$ cat src/rtl/blsup_pkg.sv
// Battery level supervisor: shared types and constants.
// Used by every module of the block; depends on nothing.
package blsup_pkg;

    // Level codes
    localparam logic [1:0] LV_OK   = 2'd0;
    localparam logic [1:0] LV_LOW  = 2'd1;
    localparam logic [1:0] LV_CRIT = 2'd2;
    localparam logic [1:0] LV_SHDN = 2'd3;

    // Register indexes (byte address = 4 * index)
    localparam logic [2:0] REG_LOW_ENTER  = 3'd0;
    localparam logic [2:0] REG_LOW_EXIT   = 3'd1;
    localparam logic [2:0] REG_CRIT_ENTER = 3'd2;
    localparam logic [2:0] REG_CRIT_EXIT  = 3'd3;
    localparam logic [2:0] REG_SHDN       = 3'd4;
    localparam logic [2:0] REG_CONFIRM    = 3'd5;
    localparam logic [2:0] REG_DWELL      = 3'd6;
    localparam logic [2:0] REG_LOW_CAP    = 3'd7;

    localparam logic [6:0] CAP_FULL = 7'd100;

    localparam int IN_W  = 48;
    localparam int OUT_W = 16;

    typedef struct packed {
        logic [15:0] low_enter_mv;
        logic [15:0] low_exit_mv;
        logic [15:0] critical_enter_mv;
        logic [15:0] critical_exit_mv;
        logic [15:0] shutdown_mv;
        logic [31:0] shdn_hold_ms;
        logic [31:0] min_dwell_ms;
        logic [6:0]  low_cap_pct;
    } cfg_t;

    typedef struct packed {
        logic [1:0]  mode;
        logic [31:0] below_start_ms;
        logic        below_valid;
        logic [31:0] last_change_ms;
        logic        low_done;
        logic        critical_done;
        logic        latch_bit;
    } state_t;

    typedef struct packed {
        logic [1:0] level;
        logic       cap_write;
        logic [6:0] cap_pct;
        logic       low_actions_pulse;
        logic       critical_actions_pulse;
        logic       sleep_request;
        logic       power_latch;
        logic       storage_allowed;
        logic       sample_ignored;
    } result_t;

    // Brightness caps above 100 percent are clamped
    function automatic logic [6:0] cap_sat(input logic [6:0] v);
        cap_sat = (v > CAP_FULL) ? CAP_FULL : v;
    endfunction

endpackage

$ cat src/rtl/battery_level_supervisor_core.sv
// Battery level supervisor top level: input register, step logic, result register.
// Depends on blsup_pkg, blsup_cfg and blsup_step.
//
//  channel  | dir | beat contents
//  ---------+-----+-----------------------------------------------
//  s_axis   | in  | one voltage sample with timestamp
//  m_axis   | out | one status/action result per sample
//  apb      | in  | threshold and timer registers, 4-byte stride
//
// One sample per cycle sustained while m_axis_tready is high; each sample passes the input
// register, then the result register, before its result is offered on m_axis.
// The supervisor state is updated as a sample moves into the result register,
// so results leave in sample order.
// A stalled m_axis holds the result; s_axis_tready drops once the input register is full and the result is stalled.
// rst_n clears the supervisor state and both valid flags, and loads the configuration defaults.
module battery_level_supervisor_core #(
    parameter int CRITICAL_CAP_PCT = 10
) (
    input  logic        clk,
    input  logic        rst_n,
    // s_axis_tdata: [15:0] vbat_mv, [47:16] timestamp_ms
    input  logic        s_axis_tvalid,
    output logic        s_axis_tready,
    input  logic [47:0] s_axis_tdata,
    // m_axis_tdata: [1:0] level, [2] cap_write, [9:3] cap_pct,
    //   [10] low_actions_pulse, [11] critical_actions_pulse, [12] sleep_request,
    //   [13] power_latch, [14] storage_allowed, [15] sample_ignored
    output logic        m_axis_tvalid,
    input  logic        m_axis_tready,
    output logic [15:0] m_axis_tdata,
    input  logic        psel,
    input  logic        penable,
    input  logic        pwrite,
    input  logic [4:0]  paddr,
    input  logic [31:0] pwdata,
    output logic [31:0] prdata,
    output logic        pready
);

    localparam int         CAP_MOD  = CRITICAL_CAP_PCT % 128;
    localparam logic [6:0] CRIT_CAP = (CAP_MOD > 100) ? 7'd100 : 7'(CAP_MOD);

    blsup_pkg::cfg_t    cfg;
    blsup_pkg::state_t  st_reg;
    blsup_pkg::state_t  st_next;
    blsup_pkg::result_t res_next;
    blsup_pkg::result_t res_reg;

    logic               in_valid_reg;
    logic [15:0]        vbat_reg;
    logic [31:0]        ts_reg;
    logic               out_valid_reg;
    logic               advance;
    logic               in_take;

    assign pready = 1'b1;

    blsup_cfg u_cfg (
        .clk     (clk),
        .rst_n   (rst_n),
        .psel    (psel),
        .penable (penable),
        .pwrite  (pwrite),
        .paddr   (paddr),
        .pwdata  (pwdata),
        .prdata  (prdata),
        .cfg     (cfg)
    );

    blsup_step #(
        .CRIT_CAP (CRIT_CAP)
    ) u_step (
        .cfg          (cfg),
        .cur          (st_reg),
        .vbat_mv      (vbat_reg),
        .timestamp_ms (ts_reg),
        .nxt          (st_next),
        .res          (res_next)
    );

    // Pipeline flow control
    assign advance       = !out_valid_reg || m_axis_tready;
    assign s_axis_tready = !in_valid_reg || advance;
    assign in_take       = s_axis_tvalid && s_axis_tready;

    // Input register
    always_ff @(posedge clk or negedge rst_n)
    begin
        if (!rst_n)
        begin
            in_valid_reg <= 1'b0;
        end
        else if (s_axis_tready)
        begin
            in_valid_reg <= s_axis_tvalid;
        end
    end

    always_ff @(posedge clk)
    begin
        if (in_take)
        begin
            vbat_reg <= s_axis_tdata[15:0];
            ts_reg   <= s_axis_tdata[47:16];
        end
    end

    // Supervisor state and result register
    always_ff @(posedge clk or negedge rst_n)
    begin
        if (!rst_n)
        begin
            st_reg        <= '0;
            out_valid_reg <= 1'b0;
        end
        else if (advance)
        begin
            out_valid_reg <= in_valid_reg;
            if (in_valid_reg)
            begin
                st_reg <= st_next;
            end
        end
    end

    always_ff @(posedge clk)
    begin
        if (advance && in_valid_reg)
        begin
            res_reg <= res_next;
        end
    end

    assign m_axis_tvalid = out_valid_reg;
    assign m_axis_tdata  = {res_reg.sample_ignored, res_reg.storage_allowed,
                            res_reg.power_latch, res_reg.sleep_request,
                            res_reg.critical_actions_pulse, res_reg.low_actions_pulse,
                            res_reg.cap_pct, res_reg.cap_write, res_reg.level};

    // Shutting down is terminal until reset
    a_shdn_terminal: assert property (@(posedge clk) disable iff (!rst_n)
        st_reg.mode == blsup_pkg::LV_SHDN |=> st_reg.mode == blsup_pkg::LV_SHDN)
        else $error("left shutting-down level");

    // A sleep request only comes with the shutting-down level
    a_sleep_level: assert property (@(posedge clk) disable iff (!rst_n)
        out_valid_reg && res_reg.sleep_request |-> res_reg.level == blsup_pkg::LV_SHDN)
        else $error("sleep request outside shutdown");

    // Low and critical action pulses never share a beat
    a_pulse_excl: assert property (@(posedge clk) disable iff (!rst_n)
        out_valid_reg |-> !(res_reg.low_actions_pulse && res_reg.critical_actions_pulse))
        else $error("low and critical pulses together");

    // No cap value without a cap write, and no cap above full scale
    a_cap_clean: assert property (@(posedge clk) disable iff (!rst_n)
        out_valid_reg |-> (res_reg.cap_write || res_reg.cap_pct == 7'd0) &&
                          res_reg.cap_pct <= blsup_pkg::CAP_FULL)
        else $error("bad cap value");

endmodule

$ cat src/rtl/blsup_cfg.sv
// Battery level supervisor: APB register file for thresholds and timers.
// Depends on blsup_pkg.
module blsup_cfg (
    input  logic                clk,
    input  logic                rst_n,
    input  logic                psel,
    input  logic                penable,
    input  logic                pwrite,
    input  logic [4:0]          paddr,
    input  logic [31:0]         pwdata,
    output logic [31:0]         prdata,
    output blsup_pkg::cfg_t     cfg
);

    blsup_pkg::cfg_t cfg_reg;
    logic            wr_en;
    logic [2:0]      idx;

    assign idx   = paddr[4:2];
    assign wr_en = psel & penable & pwrite;
    assign cfg   = cfg_reg;

    // Register writes on the access beat
    always_ff @(posedge clk or negedge rst_n)
    begin
        if (!rst_n)
        begin
            cfg_reg.low_enter_mv        <= 16'd3650;
            cfg_reg.low_exit_mv         <= 16'd3750;
            cfg_reg.critical_enter_mv   <= 16'd3500;
            cfg_reg.critical_exit_mv    <= 16'd3600;
            cfg_reg.shutdown_mv         <= 16'd3350;
            cfg_reg.shdn_hold_ms        <= 32'd8000;
            cfg_reg.min_dwell_ms        <= 32'd2000;
            cfg_reg.low_cap_pct         <= 7'd35;
        end
        else if (wr_en)
        begin
            case (idx)
                blsup_pkg::REG_LOW_ENTER:  cfg_reg.low_enter_mv        <= pwdata[15:0];
                blsup_pkg::REG_LOW_EXIT:   cfg_reg.low_exit_mv         <= pwdata[15:0];
                blsup_pkg::REG_CRIT_ENTER: cfg_reg.critical_enter_mv   <= pwdata[15:0];
                blsup_pkg::REG_CRIT_EXIT:  cfg_reg.critical_exit_mv    <= pwdata[15:0];
                blsup_pkg::REG_SHDN:       cfg_reg.shutdown_mv         <= pwdata[15:0];
                blsup_pkg::REG_CONFIRM:    cfg_reg.shdn_hold_ms        <= pwdata;
                blsup_pkg::REG_DWELL:      cfg_reg.min_dwell_ms        <= pwdata;
                blsup_pkg::REG_LOW_CAP:    cfg_reg.low_cap_pct         <= pwdata[6:0];
                default:                   cfg_reg.low_cap_pct         <= cfg_reg.low_cap_pct;
            endcase
        end
    end

    // Read mux
    always_comb
    begin
        case (idx)
            blsup_pkg::REG_LOW_ENTER:  prdata = {16'd0, cfg_reg.low_enter_mv};
            blsup_pkg::REG_LOW_EXIT:   prdata = {16'd0, cfg_reg.low_exit_mv};
            blsup_pkg::REG_CRIT_ENTER: prdata = {16'd0, cfg_reg.critical_enter_mv};
            blsup_pkg::REG_CRIT_EXIT:  prdata = {16'd0, cfg_reg.critical_exit_mv};
            blsup_pkg::REG_SHDN:       prdata = {16'd0, cfg_reg.shutdown_mv};
            blsup_pkg::REG_CONFIRM:    prdata = cfg_reg.shdn_hold_ms;
            blsup_pkg::REG_DWELL:      prdata = cfg_reg.min_dwell_ms;
            blsup_pkg::REG_LOW_CAP:    prdata = {25'd0, cfg_reg.low_cap_pct};
            default:                   prdata = 32'd0;
        endcase
    end

endmodule

$ cat src/rtl/blsup_step.sv
// Battery level supervisor: next-state and result logic for one sample.
// Pure combinational; depends on blsup_pkg.
module blsup_step #(
    parameter logic [6:0] CRIT_CAP = 7'd10
) (
    input  blsup_pkg::cfg_t     cfg,
    input  blsup_pkg::state_t   cur,
    input  logic [15:0]         vbat_mv,
    input  logic [31:0]         timestamp_ms,
    output blsup_pkg::state_t   nxt,
    output blsup_pkg::result_t  res
);

    logic        can;
    logic        below;
    logic [31:0] start_eff;
    logic [31:0] below_elapsed;
    logic        shdn_hit;
    logic        go_crit;
    logic        cap_w;
    logic [6:0]  cap;
    logic        lowp;
    logic        critp;
    logic        sleep;

    // Dwell and below-shutdown timing, all modulo 2^32
    assign can           = (timestamp_ms - cur.last_change_ms) > cfg.min_dwell_ms;
    assign below         = vbat_mv <= cfg.shutdown_mv;
    assign start_eff     = cur.below_valid ? cur.below_start_ms : timestamp_ms;
    assign below_elapsed = timestamp_ms - start_eff;
    assign shdn_hit      = below && (below_elapsed >= cfg.shdn_hold_ms);

    always_comb
    begin
        nxt     = cur;
        go_crit = 1'b0;
        cap_w   = 1'b0;
        cap     = 7'd0;
        lowp    = 1'b0;
        critp   = 1'b0;
        sleep   = 1'b0;

        if (vbat_mv != 16'd0)
        begin
            nxt.below_valid    = below;
            nxt.below_start_ms = start_eff;

            case (cur.mode)
                blsup_pkg::LV_OK:
                begin
                    if (can)
                    begin
                        if (vbat_mv <= cfg.critical_enter_mv)
                        begin
                            go_crit = 1'b1;
                        end
                        else if (vbat_mv <= cfg.low_enter_mv)
                        begin
                            nxt.mode           = blsup_pkg::LV_LOW;
                            nxt.last_change_ms = timestamp_ms;
                            if (!cur.low_done)
                            begin
                                nxt.low_done = 1'b1;
                                cap_w        = 1'b1;
                                cap          = blsup_pkg::cap_sat(cfg.low_cap_pct);
                                lowp         = 1'b1;
                            end
                        end
                        else
                        begin
                            cap_w = 1'b1;
                            cap   = blsup_pkg::CAP_FULL;
                        end
                    end
                end
                blsup_pkg::LV_LOW:
                begin
                    if (can && vbat_mv >= cfg.low_exit_mv)
                    begin
                        nxt.mode           = blsup_pkg::LV_OK;
                        nxt.last_change_ms = timestamp_ms;
                        nxt.low_done       = 1'b0;
                        nxt.critical_done  = 1'b0;
                        nxt.latch_bit      = 1'b0;
                        cap_w              = 1'b1;
                        cap                = blsup_pkg::CAP_FULL;
                    end
                    else if (can && vbat_mv <= cfg.critical_enter_mv)
                    begin
                        go_crit = 1'b1;
                    end
                end
                blsup_pkg::LV_CRIT:
                begin
                    if (can && vbat_mv >= cfg.critical_exit_mv)
                    begin
                        nxt.mode           = blsup_pkg::LV_LOW;
                        nxt.last_change_ms = timestamp_ms;
                        nxt.latch_bit      = 1'b0;
                        cap_w              = 1'b1;
                        cap                = blsup_pkg::cap_sat(cfg.low_cap_pct);
                    end
                    // shutdown check runs after recovery and wins the level
                    if (shdn_hit)
                    begin
                        nxt.mode           = blsup_pkg::LV_SHDN;
                        nxt.last_change_ms = timestamp_ms;
                        sleep              = 1'b1;
                    end
                end
                default:
                begin
                    // shutting down is terminal
                    nxt.mode = cur.mode;
                end
            endcase

            // entry into critical, actions only once per recovery
            if (go_crit)
            begin
                nxt.mode           = blsup_pkg::LV_CRIT;
                nxt.last_change_ms = timestamp_ms;
                if (!cur.critical_done)
                begin
                    nxt.critical_done = 1'b1;
                    nxt.latch_bit     = 1'b1;
                    cap_w             = 1'b1;
                    cap               = CRIT_CAP;
                    critp             = 1'b1;
                end
            end
        end
    end

    // Result fields
    always_comb
    begin
        res.level                  = nxt.mode;
        res.cap_write              = cap_w;
        res.cap_pct                = cap;
        res.low_actions_pulse      = lowp;
        res.critical_actions_pulse = critp;
        res.sleep_request          = sleep;
        res.power_latch            = nxt.latch_bit;
        res.storage_allowed        = !nxt.latch_bit &&
                                     (nxt.mode == blsup_pkg::LV_OK ||
                                      nxt.mode == blsup_pkg::LV_LOW);
        res.sample_ignored         = (vbat_mv == 16'd0);
    end

endmodule
$ cat config.mk
export PLATFORM = sky130hd
export DESIGN_NAME = battery_level_supervisor_core
export DESIGN_NICKNAME = d
export VERILOG_FILES = /design/src/rtl/blsup_pkg.sv /design/src/rtl/battery_level_supervisor_core.sv /design/src/rtl/blsup_cfg.sv /design/src/rtl/blsup_step.sv
export SDC_FILE = /design/constraint.sdc
export NUM_CORES = 1
export LEC_CHECK = 0
export BUFFER_PORTS_ARGS = -buffer_cell sky130_fd_sc_hd__buf_4
export CORE_ASPECT_RATIO = 1.25
export CORE_MARGIN = 3
export CORE_UTILIZATION = 30
export CTS_CLUSTER_DIAMETER = 120
export CTS_CLUSTER_SIZE = 12
export DETAILED_ROUTE_END_ITERATION = 6
export PLACE_DENSITY = 0.51
export SLEW_MARGIN = 20
export SYNTH_ARGS = -nofsm -noshare
export SYNTH_HDL_FRONTEND = slang
export SYNTH_SLANG_ARGS = --single-unit
export TNS_END_PERCENT = 5
$ cat constraint.sdc
create_clock -name clk -period 12.6 [get_ports clk]
set_clock_uncertainty 0.05 [all_clocks]
set_input_delay 1.26 -clock clk [delete_from_list [all_inputs] [get_ports clk]]
set_output_delay 1.26 -clock clk [all_outputs]
set_load 0.01 [all_outputs]
Word-level counts from Yosys, hierarchy flattened
Cells that the tools add are included.

operators by class
  shifts and indexed selects = 0
  muxes and demuxes = 52
  equality and inequality tests = 19
  $mul = 0
  magnitude comparators = 8
  reductions and logical operators = 35
  bitwise logic cells = 6
  divide/modulo/power cells = 0
  add/sub/neg operators = 2

operators by type and width
  operator                                                                  count
  32-bit one-hot mux with 8 select lines                                    1
  32-bit two-way mux                                                        4
  33-bit two-way mux                                                        3
  32-bit one-hot mux with 3 select lines                                    1
  70-bit two-way mux                                                        1
  32-bit subtractor                                                         2
  7-bit two-way mux                                                         9
  16-bit less-or-equal comparator                                           3
  35-bit two-way mux                                                        1
  16-bit greater-or-equal comparator                                        2
  32-bit greater-or-equal comparator                                        1
  32-bit > comparator                                                       1
  2-bit AND reduction                                                       11
  7-bit one-hot mux with 3 select lines                                     1
  2-bit two-way mux                                                         9
  1-bit two-way mux                                                         17
  16-bit zero test                                                          1
  16-bit nonzero test                                                       1
  3-bit == test (second input constant)                                     4
  3-bit by 1-bit inequality test with 1-bit output (second input constant)  3
  9-bit AND reduction                                                       1
  8-bit AND reduction                                                       1
  7-bit > comparator (second input constant)                                1
  1-bit logical AND                                                         7
  21 further kinds                                                          36

word-level totals
  memory bits (read-only) = 0
  word-level logic and storage cells = 150
  RAM bits = 0
  bits in registers = 287
  output and inout port bits = 51
  latch bits = 0
  input port bits = 92
  memories = 0

Logic depth before layout (Yosys ltp)
  depth after elaboration = 12
  depth in mapped cells = 26
  mapped depth without buffers = 23

Hierarchy
A second synthesis with hierarchy kept.

unflattened totals
  cell total of the unflattened synthesis = 1879
  area total of the unflattened synthesis = 19861.5 sq um

modules (own cells, without submodules)
  module                         cells an instance  area each (sq um)  instances  sequential area each (sq um)
  blsup_step                     1159               8209.1             1          0.0
  blsup_cfg                      498                6995.5             1          3833.7
  battery_level_supervisor_core  222                4657.0             1          3723.6

Worst setup path after synthesis
No wires, ideal clock.

  path type = flip-flop to flip-flop
  start = register st_reg[35] (netlist bit)
  end = register st_reg[10] (netlist bit)
  arrival = 5.559 ns
  slack = 6.866 ns
  cell stages (with the launch flop) = 25
  clock period less this slack = 5.734 ns
  cell sequence = dfrtp_1 clkbuf_1 buf_1 mux2i_1 ha_1 nor2b_1 o31ai_1 a31oi_1 o31a_1 o211a_1 o21ai_1 a31oi_1 or3b_1 and3_1 ha_1 a21o_1 a21o_1 a221o_1 nand2_1 o311ai_0 o21ai_0 nand3_2 nand3_4 buf_6 mux2_4

on the way
  cells in the longest elaborated chain, start to end = 7
  elaborated cells between the ends (all ways) = 9
  classes of those cells = 1 x add/sub; 1 x order compare; 1 x eq/ne; 4 x mux; 2 x reduce/logical

ends and longest elaborated chain
  what                                    line                                  source
  start: declaration                      battery_level_supervisor_core.sv:44   blsup_pkg::state_t st_reg;
  start signal: assignment                battery_level_supervisor_core.sv:121  st_reg <= st_next;
  32-bit two-way mux (*)                  blsup_step.sv:29                      assign start_eff = cur.below_valid ? cur.below_start_ms : timestamp_ms;
  32-bit subtractor (*)                   blsup_step.sv:30                      assign below_elapsed = timestamp_ms - start_eff;
  32-bit greater-or-equal comparator (*)  blsup_step.sv:31                      assign shdn_hit = below && (below_elapsed >= cfg.shdn_hold_ms);
  1-bit logical AND (*)                   blsup_step.sv:31
  32-bit two-way mux                      blsup_step.sv:104                     if (shdn_hit)
  32-bit one-hot mux with 3 select lines  blsup_step.sv:48                      case (cur.mode)
  32-bit two-way mux                      blsup_step.sv:119                     if (go_crit)

Every way passes the cells marked *; elsewhere a longest branch is shown, timed or not.
A chain may end at the register's enable or synchronous reset.

Worst setup path in the final report
  start = register st_reg[35] (netlist bit)
  end = register st_reg[3] (netlist bit)

on the way
  cells in the longest elaborated chain, start to end = 7
  elaborated cells between the ends (all ways) = 9
  classes of those cells = 1 x add/sub; 1 x order compare; 1 x eq/ne; 4 x mux; 2 x reduce/logical

ends and longest elaborated chain
  what                                    line               source
  32-bit two-way mux (*)                  blsup_step.sv:29
  named net u_step.start_eff[0]           blsup_step.sv:16   logic [31:0] start_eff;
  32-bit subtractor (*)                   blsup_step.sv:30
  32-bit greater-or-equal comparator (*)  blsup_step.sv:31
  1-bit logical AND (*)                   blsup_step.sv:31
  32-bit two-way mux                      blsup_step.sv:104
  32-bit one-hot mux with 3 select lines  blsup_step.sv:48
  32-bit two-way mux                      blsup_step.sv:119

The timed path passes the listed nets; every way through them passes the cells marked *.

==> flow_metrics.env <==
export IMPL_status="finished, violations left"
export IMPL_violations="design-rule violations"
export IMPL_ys_ff_latch=287
export IMPL_rows=101
export IMPL_drtIter0Drc=778
export IMPL_regArea_sq_um=7559
export IMPL_power_density_nw_per_um2=202.7
export IMPL_reg2reg_slack_ps=4900
export IMPL_fillers=6163
export IMPL_hold_buffers=0
export IMPL_clock_latency_ps=590
export IMPL_syn2layout_area_growth_pct=14.65
export IMPL_antenna_cells=0
export IMPL_multi_input_area_sq_um=10170
export IMPL_synthArstFlopShare_pct=77.70
export IMPL_start_kind="flip-flop"
export IMPL_ctsResizeCount=0
export IMPL_total_power_uw=4353
export IMPL_grt_pass1_vias=15120
export IMPL_worst_ep_arrival_time_ps=8090
export IMPL_dieHeight_microns=285.3
export IMPL_post_cts_setup_buffers=0
export IMPL_synth_top_cell_area_share_pct=23.92
export IMPL_clk_pin_slew_worst_paths_ps=70
export IMPL_grt_max_degree=91
export IMPL_max_stage_delay_ps=780
export IMPL_grt_pass1_wl_mm=85.77
export IMPL_die_width_microns=229.5
export IMPL_grt_total_usage_pct=16.44
export IMPL_leakagePower_uw=0.009950
export IMPL_viasPerCell=5.041
export IMPL_overflow=0
export IMPL_wl_per_cell_microns=18.80
export IMPL_cts_root_buffer="clkbuf_16"
export IMPL_clock_path_buffers=3
export IMPL_hold_path_class="flip-flop to flip-flop"
export IMPL_synthesis_nets=2234
export IMPL_fmax_mhz=129.8
export IMPL_ys_flop_type="dfrtp_1"
export IMPL_critical_path_top_delay_family="compound AO/OA/AOI/OAI gates"
export IMPL_numCtsBuffers=27
export IMPL_synth_top_area_cell="dfrtp_1"
export IMPL_rsz0062_at_grt="false"
export IMPL_setup_tns_final_ps=0
export IMPL_finalCritPeriodShare_pct=61.13
export IMPL_io_pins=143
export IMPL_period_needed_ps=7702
export IMPL_clkSinkCount=287
export IMPL_antenna_found_initial=0
export IMPL_drv_slew=0
export IMPL_slowest_stage="o311ai_0"
export IMPL_drtPass1Iterations=7
export IMPL_dr_total_vias=14580
export IMPL_syn_instance_count=1927
export IMPL_ant_nets=0
export IMPL_yosysMostFrequentCell="nand2_1"
export IMPL_worst_pin_slew_ps=972.3
export IMPL_path_buf_inv=3
export IMPL_cap_viol_max_count=0
export IMPL_timing_critical_path_required_ps=12990
export IMPL_avgSynthCellArea_sq_um=9.718
export IMPL_setup_worst_path_class="flip-flop to flip-flop"
export IMPL_hold_violations=0
export IMPL_cp_max_fo=35
export IMPL_routed_wl_mm=54.40
export IMPL_setup_viol=0
export IMPL_cts_tree="yes"
export IMPL_dp_hpwl_mm=40.39
export IMPL_portBuffers=139
export IMPL_gp_congestion=0.8525
export IMPL_yosys_warnings=0
export IMPL_ys_seq_area_share_pct=40.36
export IMPL_coreArea_sq_um=61290
export IMPL_final_nets=2355
export IMPL_drcViolationCount=5
export IMPL_cp_cell_sequence="buf_4 > nand2_1 > o21ai_0 > ha_1 > inv_1 > fa_1 > a211oi_1 > o211ai_1 > a41o_1 > a2111oi_2 > nor3b_1 > buf_4 > a31oi_1 > nor3b_1 > a211oi_1 > xnor2_1 > ha_1 > and4_1 > nand3_1 > o311ai_0 > o21ai_0 > nand3_2 > nand3_4 > mux2_1"
export IMPL_slew_headroom_pct=34.50
export IMPL_syn_area_sq_um=18730
export IMPL_largest_reg_flops=151
export IMPL_ys_types=88
export IMPL_h_tree_depth=1
export IMPL_synth_edf_count=64
export IMPL_endpoint_kind="flip-flop"
export IMPL_ys_top_cells_by_area="dfrtp_1 24%, ha_1 14%, edfxtp_1 10%, dfstp_2 6.2%, o21ai_0 5.6%"
export IMPL_drive_gt1_share_pct=15.85
export IMPL_peakVddDrop_mv=0.1289
export IMPL_dieArea_sq_um=65470
export IMPL_start_util_pct=30.55
export IMPL_synth_commonest_cells="219 x nand2_1, 213 x ha_1, 209 x o21ai_0"
-- kinds of logic (layout without fill, tap and decap cells) --
| kind of cell | count (synthesis) | after routing | share of synthesized area, % |
|---|---|---|---|
| AO/OA/AOI/OAI | 531 | 531 | 17.74 |
| XOR/XNOR | 53 | 53 | 2.479 |
| adder cells (fa/ha/maj) | 215 | 215 | 14.45 |
| buffers and inverters | 266 | 408 | 5.485 |
| flip-flops | 287 | 287 | 40.36 |
| multiplexers | 123 | 123 | 8.392 |
| other | 1 | 1 | 0.02002 |
| AND/OR/NAND/NOR | 451 | 451 | 11.08 |
-- area by class of cell --
cell class                      count  share of cell area (%)
Inverter                          203                   3.549
Tap cell                          824                   4.802
Timing Repair Buffer              155                   5.472
Sequential cell                   287                   35.20
Multi-Input combinational cell   1374                   47.35
Clock buffer                       49                   3.531
Clock inverter                      1                 0.09324
-- metal layers --
layer  global-route usage, %  vias to the layer above  part of all wire [%]
li1                        -                     7093                     -
met3                   1.878                       82                   3.7
met1                   20.93                     7107                    44
met5                       0                        -                     0
met2                   29.46                      301                    50
met4                   4.316                        0                   2.6
-- final timing paths --
check / start / endpoint / cells past startpoint
max in group asynchronous: rst_n / u_cfg.cfg[100] / 3
max reg2reg: st_reg[35] / st_reg[3] / 24
min: st_reg[66] / st_reg[66] / 2
max: st_reg[35] / st_reg[3] / 24
min reg2reg: st_reg[66] / st_reg[66] / 2
min in group asynchronous: rst_n / u_cfg.cfg[63] / 1
-- worst register-to-register path, stage by stage (launching register included) --
cell	delay (ps)
dfrtp_2	340
buf_4	520
nand2_1	90
o21ai_0	150
ha_1	240
inv_1	60
fa_1	420
a211oi_1	320
o211ai_1	250
a41o_1	350
a2111oi_2	480
nor3b_1	110
buf_4	180
a31oi_1	290
nor3b_1	110
a211oi_1	280
xnor2_1	120
ha_1	300
and4_1	230
nand3_1	100
o311ai_0	780
o21ai_0	500
nand3_2	220
nand3_4	550
mux2_1	560
-- through the flow --
stage	std cells	hold WS (ps)	util (%)	cell area [sq um]	setup slack [ps]
2_1_floorplan	1927	396.2	-	18730	6866
3_3_place_gp	2843	409.9	33.76	20690	4804
3_5_place_dp	2843	420.2	33.76	20690	4783
4_1_cts	2893	434.7	35.03	21470	4755
5_1_grt	2893	454.0	35.03	21470	4275
6_report	2893	430.9	35.03	21470	4898
-- placed cells by master (no fill, tap or decap), types with 39 or more instances in the layout --
cell / n
inv_1: 202
buf_4: 153
mux2i_1: 49
xnor2_1: 39
a21oi_1: 105
nor2_1: 81
o21ai_0: 209
ha_1: 213
a21o_1: 56
nand2_1: 218
edfxtp_1: 64
dfrtp_1: 178
dfstp_2: 44
-- power by group --
part	switching [uW]	internal [uW]	leakage, uW
combinational	1230	991	0.00639
clock	377	406	0.000368
sequential	135	1210	0.00319
Power figures use the tool's default switching activity.
